**config.mk**
```make
export PLATFORM = sky130hd
export DESIGN_NAME = ssp_angle
export DESIGN_NICKNAME = d
export VERILOG_FILES = /design/src/rtl/core/ssp_pkg.sv /design/src/rtl/core/ssp_angle.sv
export SDC_FILE = /design/constraint.sdc
export NUM_CORES = 1
export LEC_CHECK = 0
export BUFFER_PORTS_ARGS = -buffer_cell sky130_fd_sc_hd__buf_2
export CORE_MARGIN = 1
export CORE_UTILIZATION = 45
export DETAILED_ROUTE_END_ITERATION = 8
export GPL_TIMING_DRIVEN = 0
export PLACE_DENSITY = 0.65
export SKIP_LAST_GASP = 1
export SYNTH_ARGS = -nofsm -noshare
export SYNTH_HDL_FRONTEND = slang
export SYNTH_SLANG_ARGS = --single-unit
```
**constraint.sdc**
```tcl
create_clock -name clk -period 6.45 [get_ports clk]
set_clock_uncertainty 0.1 [all_clocks]
set_input_delay 1.935 -clock clk [delete_from_list [all_inputs] [get_ports clk]]
set_output_delay 1.935 -clock clk [all_outputs]
set_load 0.02 [all_outputs]
```
**src/rtl/core/ssp_pkg.sv**
```systemverilog
// ssp_pkg: widths, constants, CORDIC stage type and small tables for the sunflower
// spiral point core. No dependencies.
package ssp_pkg;

  localparam int SEED_W           = 10;
  localparam int CENTER_W         = 12;
  localparam int POINT_W          = 18;
  localparam int SCALE_W          = 10;
  localparam int ANGLE_W          = 16;
  localparam int ROOT_W           = 16;
  localparam int RADIUS_W         = SCALE_W + ROOT_W;
  localparam int TRIG_W           = 32;
  localparam int CORDIC_STEPS     = 30;
  localparam int CORDIC_PER_STAGE = 4;
  localparam int CORDIC_STAGES    = 8;
  localparam int SQRT_STAGES      = 8;
  localparam int SQRT_PER_STAGE   = 2;
  localparam int ANGLE_STAGES     = 3;
  // radius waits for the trig path: angle + cordic vs sqrt + radius multiply
  localparam int RAD_DELAY        = ANGLE_STAGES + CORDIC_STAGES - SQRT_STAGES - 1;
  localparam int CENTER_DELAY     = ANGLE_STAGES + CORDIC_STAGES;

  localparam logic [SCALE_W-1:0]       SCALE_RESET  = 10'd192;
  localparam logic [15:0]              GOLD_NUM     = 16'd55;
  localparam logic [15:0]              DIV9_MUL     = 16'd58255; // ceil(2^19 / 9)
  localparam logic signed [TRIG_W-1:0] CORDIC_START = 32'sd652032874;

  typedef struct packed {
    logic signed [TRIG_W-1:0] x;
    logic signed [TRIG_W-1:0] y;
    logic signed [TRIG_W-1:0] z;
    logic [1:0]               quad;
  } cordic_t;

  // arctangent of 2^-i in 2^-32 turns
  function automatic logic signed [TRIG_W-1:0] atan_turns(input int i);
    logic signed [TRIG_W-1:0] a;
    case (i)
      0:  a = 32'sd536870912;
      1:  a = 32'sd316933406;
      2:  a = 32'sd167458907;
      3:  a = 32'sd85004756;
      4:  a = 32'sd42667331;
      5:  a = 32'sd21354465;
      6:  a = 32'sd10679838;
      7:  a = 32'sd5340245;
      8:  a = 32'sd2670163;
      9:  a = 32'sd1335087;
      10: a = 32'sd667544;
      11: a = 32'sd333772;
      12: a = 32'sd166886;
      13: a = 32'sd83443;
      14: a = 32'sd41722;
      15: a = 32'sd20861;
      16: a = 32'sd10430;
      17: a = 32'sd5215;
      18: a = 32'sd2608;
      19: a = 32'sd1304;
      20: a = 32'sd652;
      21: a = 32'sd326;
      22: a = 32'sd163;
      23: a = 32'sd81;
      24: a = 32'sd41;
      25: a = 32'sd20;
      26: a = 32'sd10;
      27: a = 32'sd5;
      28: a = 32'sd3;
      29: a = 32'sd1;
      default: a = '0;
    endcase
    return a;
  endfunction

  // floor(r * 4096 / 9) plus the round-to-nearest carry for r >= 5
  function automatic logic [11:0] ninth_frac(input logic [3:0] r);
    logic [11:0] f;
    case (r)
      4'd0: f = 12'd0;
      4'd1: f = 12'd455;
      4'd2: f = 12'd910;
      4'd3: f = 12'd1365;
      4'd4: f = 12'd1820;
      4'd5: f = 12'd2276;
      4'd6: f = 12'd2731;
      4'd7: f = 12'd3186;
      4'd8: f = 12'd3641;
      default: f = '0;
    endcase
    return f;
  endfunction

endpackage

```
**src/rtl/core/ssp_angle.sv**
```systemverilog
// ssp_angle: golden-angle phase, t = round(n * 55 * 2^16 / 144) mod 2^16, in three stages.
// Depends on ssp_pkg.
module ssp_angle import ssp_pkg::*; (
  input  logic               clk,
  input  logic               rst_n,
  input  logic               valid_i,
  input  logic [SEED_W-1:0]  seed_i,
  output logic               valid_o,
  output logic [ANGLE_W-1:0] angle_o
);

  logic [ANGLE_STAGES-1:0] vld_r;
  logic [15:0]             m1_r;
  logic [15:0]             m2_r;
  logic [15:0]             q2_r;
  logic [ANGLE_W-1:0]      t_r;
  logic [31:0]             qprod;
  logic [15:0]             q9;
  logic [15:0]             rem_w;

  assign qprod = m1_r * {16'b0, DIV9_MUL};
  assign q9    = (q2_r << 3) + q2_r;
  assign rem_w = m2_r - q9;

  always_ff @(posedge clk) begin
    if (!rst_n) begin
      vld_r <= '0;
    end else begin
      vld_r <= {vld_r[ANGLE_STAGES-2:0], valid_i};
    end
  end

  always_ff @(posedge clk) begin
    m1_r <= 16'({6'b0, seed_i} * GOLD_NUM);
    m2_r <= m1_r;
    q2_r <= 16'(qprod >> 19);
    // n*55*4096 mod 9 equals n*55 mod 9 since 4096 mod 9 is 1
    t_r  <= {q2_r[3:0], 12'b0} + {4'b0, ninth_frac(rem_w[3:0])};
  end

  assign valid_o = vld_r[ANGLE_STAGES-1];
  assign angle_o = t_r;

endmodule

```
==> results.md <==
* Post-Layout Cell Count at between 700 and 800
* CP cell instances: inv_1 > fa_1 > inv_1 > ha_1 > inv_1 > fa_1 > inv_1 > fa_1 > fa_1 > inv_1 > fa_1 > inv_1 > ha_1 > and3_1 > and3_1 > or4b_1 > a31oi_1 > xnor2_1
* Cell accounting for the most synthesized area: fa_1
* Fmax at around 190 MHz
* Clock sink count at 40
* EDFF count, synth at 0
* Vias in the first global route at approximately 3.9k
* Syn_nets at ~760
* IO Pins at 30
* Vias at 3,549
* Layout cells sized above 1 at 0.0772
* Fin. Hold Viols at 0
* Final GP Congestion at roughly 0.85
* Syn Area/Cell at about 10 um2
* IO buf count at 29
* PostCTS Resize Cnt at 0
* Async set or reset register ratio after synthesis at 0
* Fin crit period at approximately 5.4 ns
* Row cnt at 39
* Cells after Synth at between 500 and 600
* H-tree Lvls at 2
* Req. time, crit path at 6.52 ns
* Largest net degree at the start of global routing at 15
* Post-DP HPWL at about 8700 um
* Drt wl/cell at roughly 13 um
* Placeable Area at 11,700 um2
* Hold WC Path Type: reg2reg
* Root Buffer: clkbuf_16
* Commonest register cell after synthesis: dfxtp_1
* Initial Util at 0.471
* Multi-input gate area at around 4100 um2
* Final Setup Violations at 0
* First-pass GRT wire length at approximately 17,000 um
* # diodes at 0
* Crit-path most repeated cell: inv_1
* Yosys reg bits at 40
* Worst rel slew slack at 0.545
* Final WL at roughly 9500 um
* CP delay by family, top: adder cells
* Drt pass-1 iters at 5
* Via density at 4.89
* Count of pins over their slew limit at 0
* Worst skew pair latency at between 0.2 and 0.3 ns
* Setup Fix Bufs, Post-CTS at 0
* Antenna-violating nets left at 0
* CP max-delay cell: fa_1
* Total Die Area at approximately 13,000 um2
* Status: complete, no violations
* GRT Util Overall at 0.169
* Post-synthesis sequential area ratio at 0.146
* Synth unique cells at 43
* Clock slew at reported path FFs at about 0.060 ns
* YS warnings at 0
* GRT overflow at 0
* Final worst-path cycle share at 0.836
* Share of the synthesized area in the top cell type at 0.310
* Initial DRC Count at approximately 150
* Cts hold-fix bufs at 0
* RSZ-0062 raised after global routing: false
* CP max FO at 5
* Final setup TNS at 0 ns
* Mapped Area at approximately 5500 um2
* Register area at roughly 800 um2
* Clk buf depth at 2
* Top post-synthesis cells by area: fa_1 (31%), ha_1 (26%), dfxtp_1 (15%)
* # DRC at 0
* Cell Count Post-Placement at 718
* Fill cells at about 1.1k
* Max-Cap Viols at 0
* TritonCTS Buffers at 5
* CP Buf/Inv Count at 6
* Nets at around 790
* Die height at 113 um
* Top-count cell post-synth: inv_1
* Crit start category: register
* CTS tree: done
* Initial antenna violation count at 0
* Most common library cells after synthesis: inv_1 (150), ha_1 (112), fa_1 (85)
* Area Growth Syn to Fin at 9.02%
* Die X-Extent at 113 um
* Crit path DAT at 5.47 ns
* Critical Setup Path Class: reg2reg
* Element type at the critical path end: register
* Max incr delay on CP at roughly 0.55 ns
* Worst Tran Pin Value at 0.677 ns
-- routing by layer --
layer	track usage	up-vias	part of all wire
met5	0	-	0
met4	0.0444	0	0.013
met3	0.0205	14	0.018
met2	0.316	46	0.51
met1	0.204	1690	0.46
li1	-	1799	-
-- per-stage QoR --
| step | hold WS [ns] | instance area [um2] | utilization | worst slack [ns] |
|---|---|---|---|---|
| 2_1_floorplan | 0.231 | 5500 | - | 1.42 |
| 3_3_place_gp | 0.246 | 5820 | 0.499 | 1.06 |
| 3_5_place_dp | 0.246 | 5820 | 0.499 | 1.04 |
| 4_1_cts | 0.257 | 5990 | 0.514 | 1.03 |
| 5_1_grt | 0.271 | 5990 | 0.514 | 0.756 |
| 6_report | 0.254 | 5990 | 0.514 | 1.06 |
-- worst paths after layout --
check	start	to	slack, ns	depth (start not counted)
worst max-delay path	m1_r[0]$_DFF_P_	q2_r[3]$_DFF_P_	1.06	18
worst min-delay path	q2_r[1]$_DFF_P_	angle_o[13]$_DFF_P_	0.25	0
worst max register to register	m1_r[0]$_DFF_P_	q2_r[3]$_DFF_P_	1.06	18
worst min register to register	q2_r[1]$_DFF_P_	angle_o[13]$_DFF_P_	0.25	0
-- state kept, by name, summed over array words and instances, names as in the netlist --
signal and count:
vld_r 3, m1_r 16, m2_r 4, angle_o 13
q2_r 4
-- cell type report --
class / count / area share
clock buffers: 5 / 0.0209
inverters: 150 / 0.0940
repair buffers: 29 / 0.0242
multi-input cells: 352 / 0.685
flip-flops and latches: 40 / 0.134
clock inverters: 3 / 0.00773
well taps: 143 / 0.0299
plain buffers: 4 / 0.00439
-- cells in the final DEF (no fill, tap or decap), drive strengths merged, types with 5 or more instances in the layout --
master,n
inv,151
ha,112
fa,85
dfxtp,40
buf,32
xnor2,21
nor2,19
a21oi,16
nand2,12
a21o,11
o21ai,10
xor2,6
a211oi,6
clkbuf,6
nand3,5
and3,5
-- cell families after synthesis --
logic type	share of synthesized area
adders and majority gates	0.565
buffers and inverters	0.107
AOI/OAI and AO/OA	0.0799
and+or+nand+nor	0.0594
DFF	0.146
xor gates and xnor gates	0.0430
Power is not shown: default switching activity piles up to over one toggle a cycle in this logic, so the estimate is an artifact.
