**src/rtl/core/ssp_pkg.sv**
```systemverilog
// ssp_pkg: widths, constants, CORDIC stage type and small tables for the sunflower
// spiral point core. No dependencies.
package ssp_pkg;

  localparam int SEED_W           = 10;
  localparam int CENTER_W         = 12;
  localparam int POINT_W          = 18;
  localparam int SCALE_W          = 10;
  localparam int ANGLE_W          = 16;
  localparam int ROOT_W           = 16;
  localparam int RADIUS_W         = SCALE_W + ROOT_W;
  localparam int TRIG_W           = 32;
  localparam int CORDIC_STEPS     = 30;
  localparam int CORDIC_PER_STAGE = 4;
  localparam int CORDIC_STAGES    = 8;
  localparam int SQRT_STAGES      = 8;
  localparam int SQRT_PER_STAGE   = 2;
  localparam int ANGLE_STAGES     = 3;
  // radius waits for the trig path: angle + cordic vs sqrt + radius multiply
  localparam int RAD_DELAY        = ANGLE_STAGES + CORDIC_STAGES - SQRT_STAGES - 1;
  localparam int CENTER_DELAY     = ANGLE_STAGES + CORDIC_STAGES;

  localparam logic [SCALE_W-1:0]       SCALE_RESET  = 10'd192;
  localparam logic [15:0]              GOLD_NUM     = 16'd55;
  localparam logic [15:0]              DIV9_MUL     = 16'd58255; // ceil(2^19 / 9)
  localparam logic signed [TRIG_W-1:0] CORDIC_START = 32'sd652032874;

  typedef struct packed {
    logic signed [TRIG_W-1:0] x;
    logic signed [TRIG_W-1:0] y;
    logic signed [TRIG_W-1:0] z;
    logic [1:0]               quad;
  } cordic_t;

  // arctangent of 2^-i in 2^-32 turns
  function automatic logic signed [TRIG_W-1:0] atan_turns(input int i);
    logic signed [TRIG_W-1:0] a;
    case (i)
      0:  a = 32'sd536870912;
      1:  a = 32'sd316933406;
      2:  a = 32'sd167458907;
      3:  a = 32'sd85004756;
      4:  a = 32'sd42667331;
      5:  a = 32'sd21354465;
      6:  a = 32'sd10679838;
      7:  a = 32'sd5340245;
      8:  a = 32'sd2670163;
      9:  a = 32'sd1335087;
      10: a = 32'sd667544;
      11: a = 32'sd333772;
      12: a = 32'sd166886;
      13: a = 32'sd83443;
      14: a = 32'sd41722;
      15: a = 32'sd20861;
      16: a = 32'sd10430;
      17: a = 32'sd5215;
      18: a = 32'sd2608;
      19: a = 32'sd1304;
      20: a = 32'sd652;
      21: a = 32'sd326;
      22: a = 32'sd163;
      23: a = 32'sd81;
      24: a = 32'sd41;
      25: a = 32'sd20;
      26: a = 32'sd10;
      27: a = 32'sd5;
      28: a = 32'sd3;
      29: a = 32'sd1;
      default: a = '0;
    endcase
    return a;
  endfunction

  // floor(r * 4096 / 9) plus the round-to-nearest carry for r >= 5
  function automatic logic [11:0] ninth_frac(input logic [3:0] r);
    logic [11:0] f;
    case (r)
      4'd0: f = 12'd0;
      4'd1: f = 12'd455;
      4'd2: f = 12'd910;
      4'd3: f = 12'd1365;
      4'd4: f = 12'd1820;
      4'd5: f = 12'd2276;
      4'd6: f = 12'd2731;
      4'd7: f = 12'd3186;
      4'd8: f = 12'd3641;
      default: f = '0;
    endcase
    return f;
  endfunction

endpackage

```
**src/rtl/core/ssp_sqrt.sv**
```systemverilog
// ssp_sqrt: floor(sqrt(n * 2^16)) by restoring digit recurrence, two bits per stage.
// Depends on ssp_pkg.
module ssp_sqrt import ssp_pkg::*; (
  input  logic              clk,
  input  logic [SEED_W-1:0] seed_i,
  output logic [ROOT_W-1:0] root_o
);

  logic [31:0]       v_r    [SQRT_STAGES];
  logic [17:0]       rem_r  [SQRT_STAGES];
  logic [ROOT_W-1:0] root_r [SQRT_STAGES];

  for (genvar g = 0; g < SQRT_STAGES; g++) begin : g_stage
    logic [31:0]       v_in;
    logic [17:0]       rem_in;
    logic [ROOT_W-1:0] root_in;
    logic [31:0]       v_nxt;
    logic [17:0]       rem_nxt;
    logic [ROOT_W-1:0] root_nxt;

    if (g == 0) begin : g_first
      assign v_in    = {6'b0, seed_i, 16'b0};
      assign rem_in  = '0;
      assign root_in = '0;
    end else begin : g_next
      assign v_in    = v_r[g-1];
      assign rem_in  = rem_r[g-1];
      assign root_in = root_r[g-1];
    end

    always_comb begin
      logic [19:0] rem2;
      logic [19:0] trial;
      v_nxt    = v_in;
      rem_nxt  = rem_in;
      root_nxt = root_in;
      for (int j = 0; j < SQRT_PER_STAGE; j++) begin
        rem2  = {rem_nxt, v_nxt[31:30]};
        trial = {2'b0, root_nxt, 2'b01};
        v_nxt = v_nxt << 2;
        if (rem2 >= trial) begin
          rem_nxt  = 18'(rem2 - trial);
          root_nxt = {root_nxt[ROOT_W-2:0], 1'b1};
        end else begin
          rem_nxt  = rem2[17:0];
          root_nxt = {root_nxt[ROOT_W-2:0], 1'b0};
        end
      end
    end

    always_ff @(posedge clk) begin
      v_r[g]    <= v_nxt;
      rem_r[g]  <= rem_nxt;
      root_r[g] <= root_nxt;
    end
  end

  assign root_o = root_r[SQRT_STAGES-1];

endmodule

```
**config.mk**
```make
export PLATFORM = sky130hd
export DESIGN_NAME = ssp_sqrt
export DESIGN_NICKNAME = d
export VERILOG_FILES = /design/src/rtl/core/ssp_pkg.sv /design/src/rtl/core/ssp_sqrt.sv
export SDC_FILE = /design/constraint.sdc
export NUM_CORES = 1
export LEC_CHECK = 0
export BUFFER_PORTS_ARGS = -buffer_cell sky130_fd_sc_hd__buf_2
export CAP_MARGIN = 20
export CORE_ASPECT_RATIO = 0.8
export CORE_MARGIN = 10
export CORE_UTILIZATION = 56
export CTS_CLUSTER_SIZE = 16
export DETAILED_ROUTE_END_ITERATION = 8
export PLACE_DENSITY = 0.74
export RECOVER_POWER = 50
export SLEW_MARGIN = 20
export SYNTH_ARGS = -nofsm -noshare
export SYNTH_HDL_FRONTEND = slang
export SYNTH_SLANG_ARGS = --single-unit
export TNS_END_PERCENT = 1
```
**constraint.sdc**
```tcl
create_clock -name clk -period 6.3 [get_ports clk]
set_input_delay 0.945 -clock clk [delete_from_list [all_inputs] [get_ports clk]]
set_output_delay 0.945 -clock clk [all_outputs]
set_load 0.03 [all_outputs]
```
==> results.json, run 1 <==
{
  "io_buffers": 23,
  "ant_nets": 0,
  "finalWorstSetupSlack_ns": 0.858,
  "wl_per_cell_um": 16.2,
  "cts_setup_buffers": 0,
  "hold_buffers": 0,
  "grt_max_degree": 21,
  "synthDistinctLibCells": 88,
  "drv_cap": 0,
  "fp.dieW_um": 168,
  "cts_buffer_depth": 2,
  "drive_gt1_share_pct": 8.60,
  "fmax_mhz": 184,
  "status": "finished clean",
  "dpl-instance-area_um2": 10100,
  "dr.pass1.iters": 5,
  "min_period_ns": 5.44,
  "cts_resized": 0,
  "finClkSkew_ns": 0.00733,
  "finalPower_mw": 3.43,
  "pwr-share-comb_pct": 29.8,
  "p_clk_share_pct": 30.1,
  "cts_tree": "yes",
  "hpwl_um": 17400,
  "antenna_found_initial": 0,
  "nets": 1254,
  "multi_input_area_um2": 6110,
  "crit_required_ns": 6.61,
  "netSwitchingPower_mw": 1.19,
  "hp-class": "reg2reg",
  "synthTopCellsByCount": "161 x dfxtp_1, 90 x nor2_1, 87 x ha_1, 86 x inv_1, 75 x a21oi_1",
  "critPathSlowestCell": "nor3_1",
  "crit_buf_inv": 5,
  "cts_max_level": 4,
  "cts_buffers": 17,
  "gp_congestion": 0.913,
  "critPathCaptureType": "flip-flop",
  "fin_crit_sh_pct": 86.4,
  "die_y_um": 138,
  "power.density_nw_per_um2": 322,
  "core_area_um2": 17300,
  "holdWs_ns": 0.327,
  "rows": 43,
  "syn_inst": 1123,
  "synth_ff_type": "dfxtp_1",
  "area_growth_pct": 9.00,
  "io_pins": 27,
  "synth_top_area_share_pct": 32.9,
  "syn_area_per_cell_um2": 8.72,
  "start_util_pct": 56.7,
  "via_per_inst": 5.95,
  "crit_fanout": 18,
  "ys_seq_area_share_pct": 32.9,
  "hold_viol_final": 0,
  "path_cells": "inv_1, ha_1, nor3_1, nand3_1, nor2_1, clkinv_1, buf_4, a21oi_1, inv_1, ha_1, a21oi_1, o221ai_1, o41ai_1, o21ai_0, nor2_1, o211ai_2, nor2_1, buf_4, mux2_2",
  "grt_pass1_vias": 7707,
  "totalWireLength_um": 22400,
  "regArea_um2": 3220,
  "switching_share_pct": 34.7,
  "ys_warn_count": 0,
  "max_slew_margin_pct": 27.5,
  "die-area_um2": 23200,
  "overflow": 0,
  "cts.sinks": 161,
  "p_leak_nw": 4.65,
  "vdd_drop_max_mv": 0.193,
  "clk_pin_slew_ns": 0.06,
  "p_int_mw": 2.24,
  "setup.worst_path.start_class": "flip-flop",
  "synthesis.area_um2": 9790,
  "yosys.cell_count.top_type": "dfxtp_1",
  "n_fill_cell": 1497,
  "post-route-drc-count": 0,
  "setup_violations": 0,
  "async_reset_ff_share_pct": 0,
  "setup_tns_ns": 0,
  "seq_power_share_pct": 40.1,
  "ys_ff_latch": 161,
  "antenna_cells": 0,
  "crit_top_cell": "nor2_1",
  "path_class": "reg2reg",
  "synth_top_area_cell": "dfxtp_1",
  "synth-edff-count": 0,
  "worstMarginPinSlew_ns": 1.06,
  "grt_pass1_wl_um": 37700,
  "place_ws_ns": 0.970,
  "critPathMaxStageDelay_ns": 0.68,
  "synthTopCellsByArea": "dfxtp_1 33%, ha_1 11%, xnor2_1 5.1%",
  "worstPathArrival_ns": 5.76,
  "clock_latency_ns": 0.43,
  "root_buffer": "clkbuf_16",
  "rsz0062_at_grt": "false",
  "dr_total_vias": 8260,
  "critical_path.top_delay_family": "simple AND/OR/NAND/NOR gates",
  "grt_usage_pct": 19.1,
  "dr.first_iter.drc_count": 791,
  "stdcell_area_um2": 10700,
  "drv_slew": 0
}
kinds of logic (layout without fill, tap and decap cells):
family                   Yosys count  count (layout)  share of synthesized area (%)
flip-flops                       161             161                           32.9
multiplexers                      27              27                           3.03
other                              1               4                         0.0383
AND/OR/NAND/NOR                  343             343                           18.1
XOR/XNOR                          92              92                           8.23
adder cells (fa/ha/maj)           93              93                           12.3
AO/OA/AOI/OAI                    293             293                           20.7
buffers and inverters            113             150                           4.65
routing by layer:
layer  track usage (%)  wire (µm)  vias to the layer above
li1                  -          -                     4120
met1              28.3      11600                     3834
met2              26.4       8870                      280
met3              4.93       1610                       26
met4              5.08        336                        0
met5                 0          0                        -
metrics by stage:
stage	utilization [%]	cells
CTS	62.0	1388
finish	61.8	1388
global placement	58.5	1356
detailed placement	58.5	1356
floorplan	-	1126
global route	61.8	1388
power groups by stage:
stage / sequential [mW] / combinational, mW / clock [mW]
5_1_grt: 1.40 / 1.15 / 1.09
3_3_place_gp: 1.39 / 0.984 / 0
4_1_cts: 1.37 / 1.01 / 1.05
2_1_floorplan: 1.33 / 0.833 / 0
3_5_place_dp: 1.39 / 0.995 / 0
6_report: 1.38 / 1.02 / 1.03
worst register-to-register path: stages (launching register included):
cell and delay [ns]:
dfxtp_1 0.34, inv_1 0.08, ha_1 0.27, nor3_1 0.68
nand3_1 0.22, nor2_1 0.52, clkinv_1 0.14, buf_4 0.22
a21oi_1 0.29, inv_1 0.08, ha_1 0.28, a21oi_1 0.18
o221ai_1 0.17, o41ai_1 0.47, o21ai_0 0.24, nor2_1 0.28
o211ai_2 0.22, nor2_1 0.13, buf_4 0.21, mux2_2 0.35
state kept, by name, indices dropped and copies added, names as in the netlist:
name	cells
rem_r	90
v_r	22
root_r	49
final timing paths:
check,from,end,slack (ns),cells after the start
max,root_r[1][24],rem_r[6][8],0.86,19
min,v_r[0][20],v_r[1][24],0.33,0
max reg2reg,root_r[1][24],rem_r[6][8],0.86,19
min reg2reg,v_r[0][20],v_r[1][24],0.33,0
cell usage in the layout, fill, tap and decap left out, types with 14 or more instances in the layout:
cell type  instances
dfxtp_1          161
nor2_1            91
ha_1              87
inv_1             86
a21oi_1           76
nand2_1           70
xnor2_1           57
o21ai_0           57
nor3_1            36
xor2_1            35
nand3_1           22
mux2_2            21
clkbuf_16         17
o21a_1            16
or3_1             15
nor4_1            14
clkbuf_1          14
area by class of cell:
cell class,instances,share of cell area [%]
repair buffers,26,1.10
well taps,225,2.64
inverters,92,3.24
multi-input cells,852,57.3
clock buffers,18,4.12
clock inverters,14,1.42
flip-flops and latches,161,30.2
Note: power is estimated with default switching activity, not from simulation.
==> run 2, diff against run 1 <==
--- a/config.mk
+++ b/config.mk
@@ -10,8 +10,10 @@
 export CORE_ASPECT_RATIO = 0.8
 export CORE_MARGIN = 10
 export CORE_UTILIZATION = 56
+export CTS_CLUSTER_DIAMETER = 120
 export CTS_CLUSTER_SIZE = 16
 export DETAILED_ROUTE_END_ITERATION = 8
+export GPL_TIMING_DRIVEN = 0
 export PLACE_DENSITY = 0.74
 export RECOVER_POWER = 50
 export SLEW_MARGIN = 20
==> run 2 against run 1 <==
Largest power group unchanged. Wire length fell by 5.8%. Die area unchanged. Sequential power hardly changed. Sequential cell count unchanged. Critical path type unchanged. Register-to-register slack worse by 0.07 ns. Final area increased by 0.48%.
==> results.json, run 2 (synthesized netlist as in run 1, its figures left out) <==
{
  "pwr-share-comb_pct": 30.5,
  "drv_cap": 0,
  "seq_power_share_pct": 40.3,
  "antenna_found_initial": 0,
  "dr.pass1.iters": 5,
  "totalWireLength_um": 21100,
  "hold_viol_final": 0,
  "die_y_um": 138,
  "crit_required_ns": 6.61,
  "rr_startpoint": "rem_r[5][0]",
  "fin_crit_sh_pct": 87.5,
  "cts_resized": 0,
  "critPathCaptureType": "flip-flop",
  "grt_max_degree": 17,
  "postLayoutCoreUtil_pct": 62.1,
  "crit_fanout": 18,
  "cts_tree": "yes",
  "worstMarginPinSlew_ns": 1.02,
  "rows": 43,
  "place_ws_ns": 0.285,
  "drive_gt1_share_pct": 9.08,
  "io_pins": 27,
  "nets": 1271,
  "regToRegSetupSlack_ns": 0.79,
  "fp.dieW_um": 168,
  "clock_latency_ns": 0.44,
  "hold_buffers": 0,
  "dr_total_vias": 8124,
  "die-area_um2": 23200,
  "worstPathArrival_ns": 5.83,
  "gp_congestion": 0.919,
  "via_per_inst": 5.79,
  "status": "finished clean",
  "cts_max_level": 4,
  "rr_endpoint": "rem_r[6][9]",
  "p_clk_share_pct": 29.2,
  "p_int_mw": 2.21,
  "area_growth_pct": 9.52,
  "setup.worst_path.start_class": "flip-flop",
  "grt_pass1_vias": 7665,
  "final_cell_mix": "161 x dfxtp_1, 90 x nor2_1, 87 x ha_1",
  "switching_share_pct": 34.6,
  "top_regs": "rem_r x90, root_r x49, v_r x22",
  "min_period_ns": 5.51,
  "dr.first_iter.drc_count": 659,
  "worstHoldStart": "v_r[1][23]",
  "setup_violations": 0,
  "finalPower_mw": 3.38,
  "path_cells": "ha_1, inv_1, fa_1, nand2b_1, a21oi_1, o211a_1, buf_2, nor2_2, inv_2, nor2_1, a21oi_1, inv_1, ha_1, a21oi_1, o221ai_1, o41ai_1, o21ai_0, nor2_1, o211ai_2, nor2_1, buf_2, mux2_2",
  "r2r_cells": 22,
  "path_class": "reg2reg",
  "max_slew_margin_pct": 30.1,
  "root_buffer": "clkbuf_16",
  "cts.sinks": 161,
  "hp-class": "reg2reg",
  "critPathSlowestCell": "o41ai_1",
  "rsz0062_at_grt": "false",
  "drv_slew": 0,
  "start_util_pct": 56.7,
  "vdd_drop_max_mv": 0.218,
  "holdPathStages": 0,
  "largest_register_ffs": 90,
  "whs_endpoint": "v_r[2][27]",
  "netSwitchingPower_mw": 1.17,
  "cts_buffers": 17,
  "core_area_um2": 17300,
  "antenna_cells": 0,
  "wl_per_cell_um": 15.0,
  "regMostFlops": "rem_r",
  "hpwl_um": 16500,
  "post-route-drc-count": 0,
  "cts_setup_buffers": 0,
  "fmax_mhz": 181,
  "grt_pass1_wl_um": 36400,
  "grt_usage_pct": 18.3,
  "p_leak_nw": 4.67,
  "ant_nets": 0,
  "critPathMaxStageDelay_ns": 0.42,
  "finalWorstSetupSlack_ns": 0.786,
  "power.density_nw_per_um2": 315,
  "layout_commonest_cell": "dfxtp_1",
  "clk_pin_slew_ns": 0.06,
  "overflow": 0,
  "cts_buffer_depth": 2,
  "io_buffers": 23,
  "setup_tns_ns": 0,
  "finClkSkew_ns": 0.0156
}
run 2: cell types whose count changed in the layout (fill, tap and decap cells not counted), moves of 2 or more:
cell	before	now
buf_2	10	16
buf_4	2	4
clkbuf_1	14	24
clkinv_2	3	0
clkinvlp_4	2	4
run 2: worst max-delay path by stage:
stage / slack [ns] / from / endpoint / depth (start not counted)
2_1_floorplan: 1.40 / root_r[1][21] / rem_r[6][10] / 21
3_3_place_gp: 0.29 / root_r[1][21] / rem_r[6][10] / 21
3_5_place_dp: 0.29 / root_r[1][21] / rem_r[6][9] / 21
4_1_cts: 0.27 / root_r[1][21] / rem_r[6][9] / 21
5_1_grt: 0.18 / rem_r[5][0] / rem_r[6][9] / 22
6_report: 0.79 / rem_r[5][0] / rem_r[6][9] / 22
run 2: layout make-up:
| class | count | area [µm²] |
|---|---|---|
| fill | 1491 | 6550 |
| tap | 225 | 282 |
| timing repair buffer | 23 | 98.8 |
| clock buffer | 19 | 443 |
| inverter | 92 | 345 |
| clock inverter | 12 | 124 |
| multi-input combinational | 852 | 6110 |
| buffer | 20 | 97.6 |
| sequential | 161 | 3220 |
run 2: worst max-delay path: cells and delay by family, from the launching register on:
family	cells	cell delay, ns
buf+inv	5	0.87
simple gates	5	0.92
flops	1	0.38
fa+ha+maj	3	0.90
compound gates	8	1.94
mux	1	0.37
run 2: metrics by stage:
stage               hold WS [ns]  instance area, µm²  cells
floorplan                  0.310                9800   1126
global placement           0.311               10200   1374
detailed placement         0.315               10200   1374
CTS                        0.331               10800   1405
global route               0.338               10700   1404
finish                     0.327               10700   1404
run 2: power groups by stage:
stage / combinational (mW) / sequential [mW] / clock [mW]
floorplan: 0.833 / 1.33 / 0
global placement: 1.00 / 1.37 / 0
detailed placement: 1.01 / 1.37 / 0
CTS: 1.02 / 1.36 / 1.00
global route: 1.16 / 1.38 / 1.05
finish: 1.03 / 1.36 / 0.987
run 2: layer usage:
layer  GRT usage, %  wire length [µm]
met5              0                 0
met4           6.63               386
met3           3.06              1040
met2           28.2              9140
met1           25.1             10600
==> run 3, diff against run 2 <==
--- a/config.mk
+++ b/config.mk
@@ -13,7 +13,6 @@
 export CTS_CLUSTER_DIAMETER = 120
 export CTS_CLUSTER_SIZE = 16
 export DETAILED_ROUTE_END_ITERATION = 8
-export GPL_TIMING_DRIVEN = 0
 export PLACE_DENSITY = 0.74
 export RECOVER_POWER = 50
 export SLEW_MARGIN = 20
==> constraint.sdc (replaced) <==
create_clock -name clk -period 7.1 [get_ports clk]
set_input_delay 1.065 -clock clk [delete_from_list [all_inputs] [get_ports clk]]
set_output_delay 1.065 -clock clk [all_outputs]
set_load 0.03 [all_outputs]
==> run 3 against run 2 <==
Non-clock buffer count decreased by 20. Hold slack got worse by 0.0013 ns. Global-route usage increased by 0.52 points. Cell count decreased by 1.4%. Sequential share of layout area increased by 0.27 points. Clock power decreased by 11%. Highest routed layer unchanged.
==> results.json, run 3 (synthesized netlist as in run 1, its figures left out) <==
{
  "whs_endpoint": "v_r[1][25]",
  "critical_path.top_delay_family": "compound AO/OA/AOI/OAI gates",
  "cts_buffer_depth": 2,
  "hpwl_um": 17200,
  "worstHoldStart": "v_r[0][21]",
  "critPathSlowestCell": "nor2_1",
  "final_cell_mix": "161 x dfxtp_1, 91 x nor2_1, 87 x ha_1",
  "io_buffers": 23,
  "hp-class": "reg2reg",
  "worstPathArrival_ns": 6.45,
  "largest_register_ffs": 90,
  "min_period_ns": 6.15,
  "cts_resized": 0,
  "multi_input_area_um2": 6110,
  "area_growth_pct": 8.54,
  "cts_setup_buffers": 0,
  "root_buffer": "clkbuf_16",
  "grt_pass1_vias": 7626,
  "stdcell_count": 1384,
  "max_slew_margin_pct": 4.02,
  "regMostFlops": "rem_r",
  "n_fill_cell": 1499,
  "finalPower_mw": 3.00,
  "status": "finished clean",
  "wl_per_cell_um": 16.0,
  "cts.sinks": 161,
  "crit_top_cell": "nor2_1",
  "io_pins": 27,
  "drv_cap": 0,
  "grt_pass1_wl_um": 37300,
  "path_cells": "inv_1, ha_1, a21o_1, or3_1, o211a_1, nor2_1, clkinv_1, a21oi_1, inv_1, ha_1, a21oi_1, o221ai_1, o41ai_1, o21ai_0, nor2_1, o211ai_2, nor2_1, mux2_2",
  "post-route-drc-count": 0,
  "hold_viol_final": 0,
  "path_class": "reg2reg",
  "finClkSkew_ns": 0.0109,
  "setup_violations": 0,
  "fin_crit_sh_pct": 86.6,
  "cts_max_level": 4,
  "critPathCaptureType": "flip-flop",
  "worstMarginPinSlew_ns": 1.43,
  "rsz0062_at_grt": "false",
  "nets": 1251,
  "cts_tree": "yes",
  "clk_pin_slew_ns": 0.06,
  "regArea_um2": 3220,
  "rr_endpoint": "rem_r[6][9]",
  "top_regs": "rem_r x90, root_r x49, v_r x22",
  "hold_buffers": 0,
  "rr_startpoint": "root_r[1][21]",
  "overflow": 0,
  "rows": 43,
  "dr.pass1.iters": 5,
  "grt_max_degree": 21,
  "p_leak_nw": 4.63,
  "dpl-instance-area_um2": 10100,
  "grt_usage_pct": 18.8,
  "clock_latency_ns": 0.42,
  "stdcell_area_um2": 10600,
  "fmax_mhz": 163,
  "setup_tns_ns": 0,
  "dr_total_vias": 8204,
  "drive_gt1_share_pct": 8.20,
  "totalWireLength_um": 22100,
  "via_per_inst": 5.93,
  "vdd_drop_max_mv": 0.173,
  "crit_fanout": 18,
  "antenna_found_initial": 0,
  "layout_commonest_cell": "dfxtp_1",
  "die-area_um2": 23200,
  "fp.dieW_um": 168,
  "start_util_pct": 56.7,
  "power.density_nw_per_um2": 283,
  "critPathMaxStageDelay_ns": 0.72,
  "r2r_cells": 18,
  "core_area_um2": 17300,
  "holdPathStages": 0,
  "dr.first_iter.drc_count": 798,
  "dp_cells": 1353,
  "die_y_um": 138,
  "drv_slew": 0,
  "crit_required_ns": 7.41,
  "gp_congestion": 0.890,
  "cts_buffers": 17,
  "regToRegSetupSlack_ns": 0.95,
  "setup.worst_path.start_class": "flip-flop",
  "crit_buf_inv": 3,
  "antenna_cells": 0,
  "ant_nets": 0
}
[run 3: worst max path at each step]
stage / from / end / slack (ns) / depth (start not counted)
after floorplan: root_r[1][21] / rem_r[6][10] / 2.20 / 21
after global placement: root_r[1][21] / rem_r[6][3] / 1.37 / 18
after detailed placement: root_r[1][21] / rem_r[6][9] / 1.17 / 18
after CTS: root_r[1][21] / rem_r[6][9] / 1.15 / 18
after global routing: root_r[1][21] / rem_r[6][9] / 0.33 / 18
final: root_r[1][21] / rem_r[6][9] / 0.95 / 18
[run 3: layout make-up]
type	instances	area share, %
inverters	92	3.25
multi-input cells	852	57.5
clock inverters	10	0.930
well taps	225	2.65
repair buffers	23	0.930
clock buffers	21	4.43
flip-flops and latches	161	30.3
[run 3: worst register-to-register path, cell delays in order, from the launching register on]
cell and delay, ns:
dfxtp_1 0.34, inv_1 0.07, ha_1 0.34, a21o_1 0.21, or3_1 0.32, o211a_1 0.32
nor2_1 0.44, clkinv_1 0.56, a21oi_1 0.46, inv_1 0.08, ha_1 0.27, a21oi_1 0.18
o221ai_1 0.18, o41ai_1 0.42, o21ai_0 0.23, nor2_1 0.26, o211ai_2 0.21, nor2_1 0.72
mux2_2 0.43
[run 3: through the flow]
step | hold WS, ns | util (%) | setup WS (ns)
global route | 0.331 | 61.5 | 0.326
global placement | 0.310 | 58.4 | 1.37
floorplan | 0.310 | - | 2.20
CTS | 0.327 | 61.7 | 1.15
detailed placement | 0.312 | 58.4 | 1.17
finish | 0.326 | 61.5 | 0.952
[run 3: per-layer routing]
layer  vias to the layer above  part of all wire [%]  wire length [µm]  track usage, %
met5                         -                     0                 0               0
met4                         0                  0.67               148            3.71
met3                        23                   6.7              1480            3.94
met1                      3805                    52             11600            28.4
met2                       266                    40              8900            26.6
li1                       4110                     -                 -               -
[run 3: power by group]
group	total, mW	leakage, nW	internal (mW)	switching (mW)
Combinational	0.907	3.01	0.396	0.511
Sequential	1.21	1.34	1.06	0.154
Clock	0.881	0.277	0.513	0.369
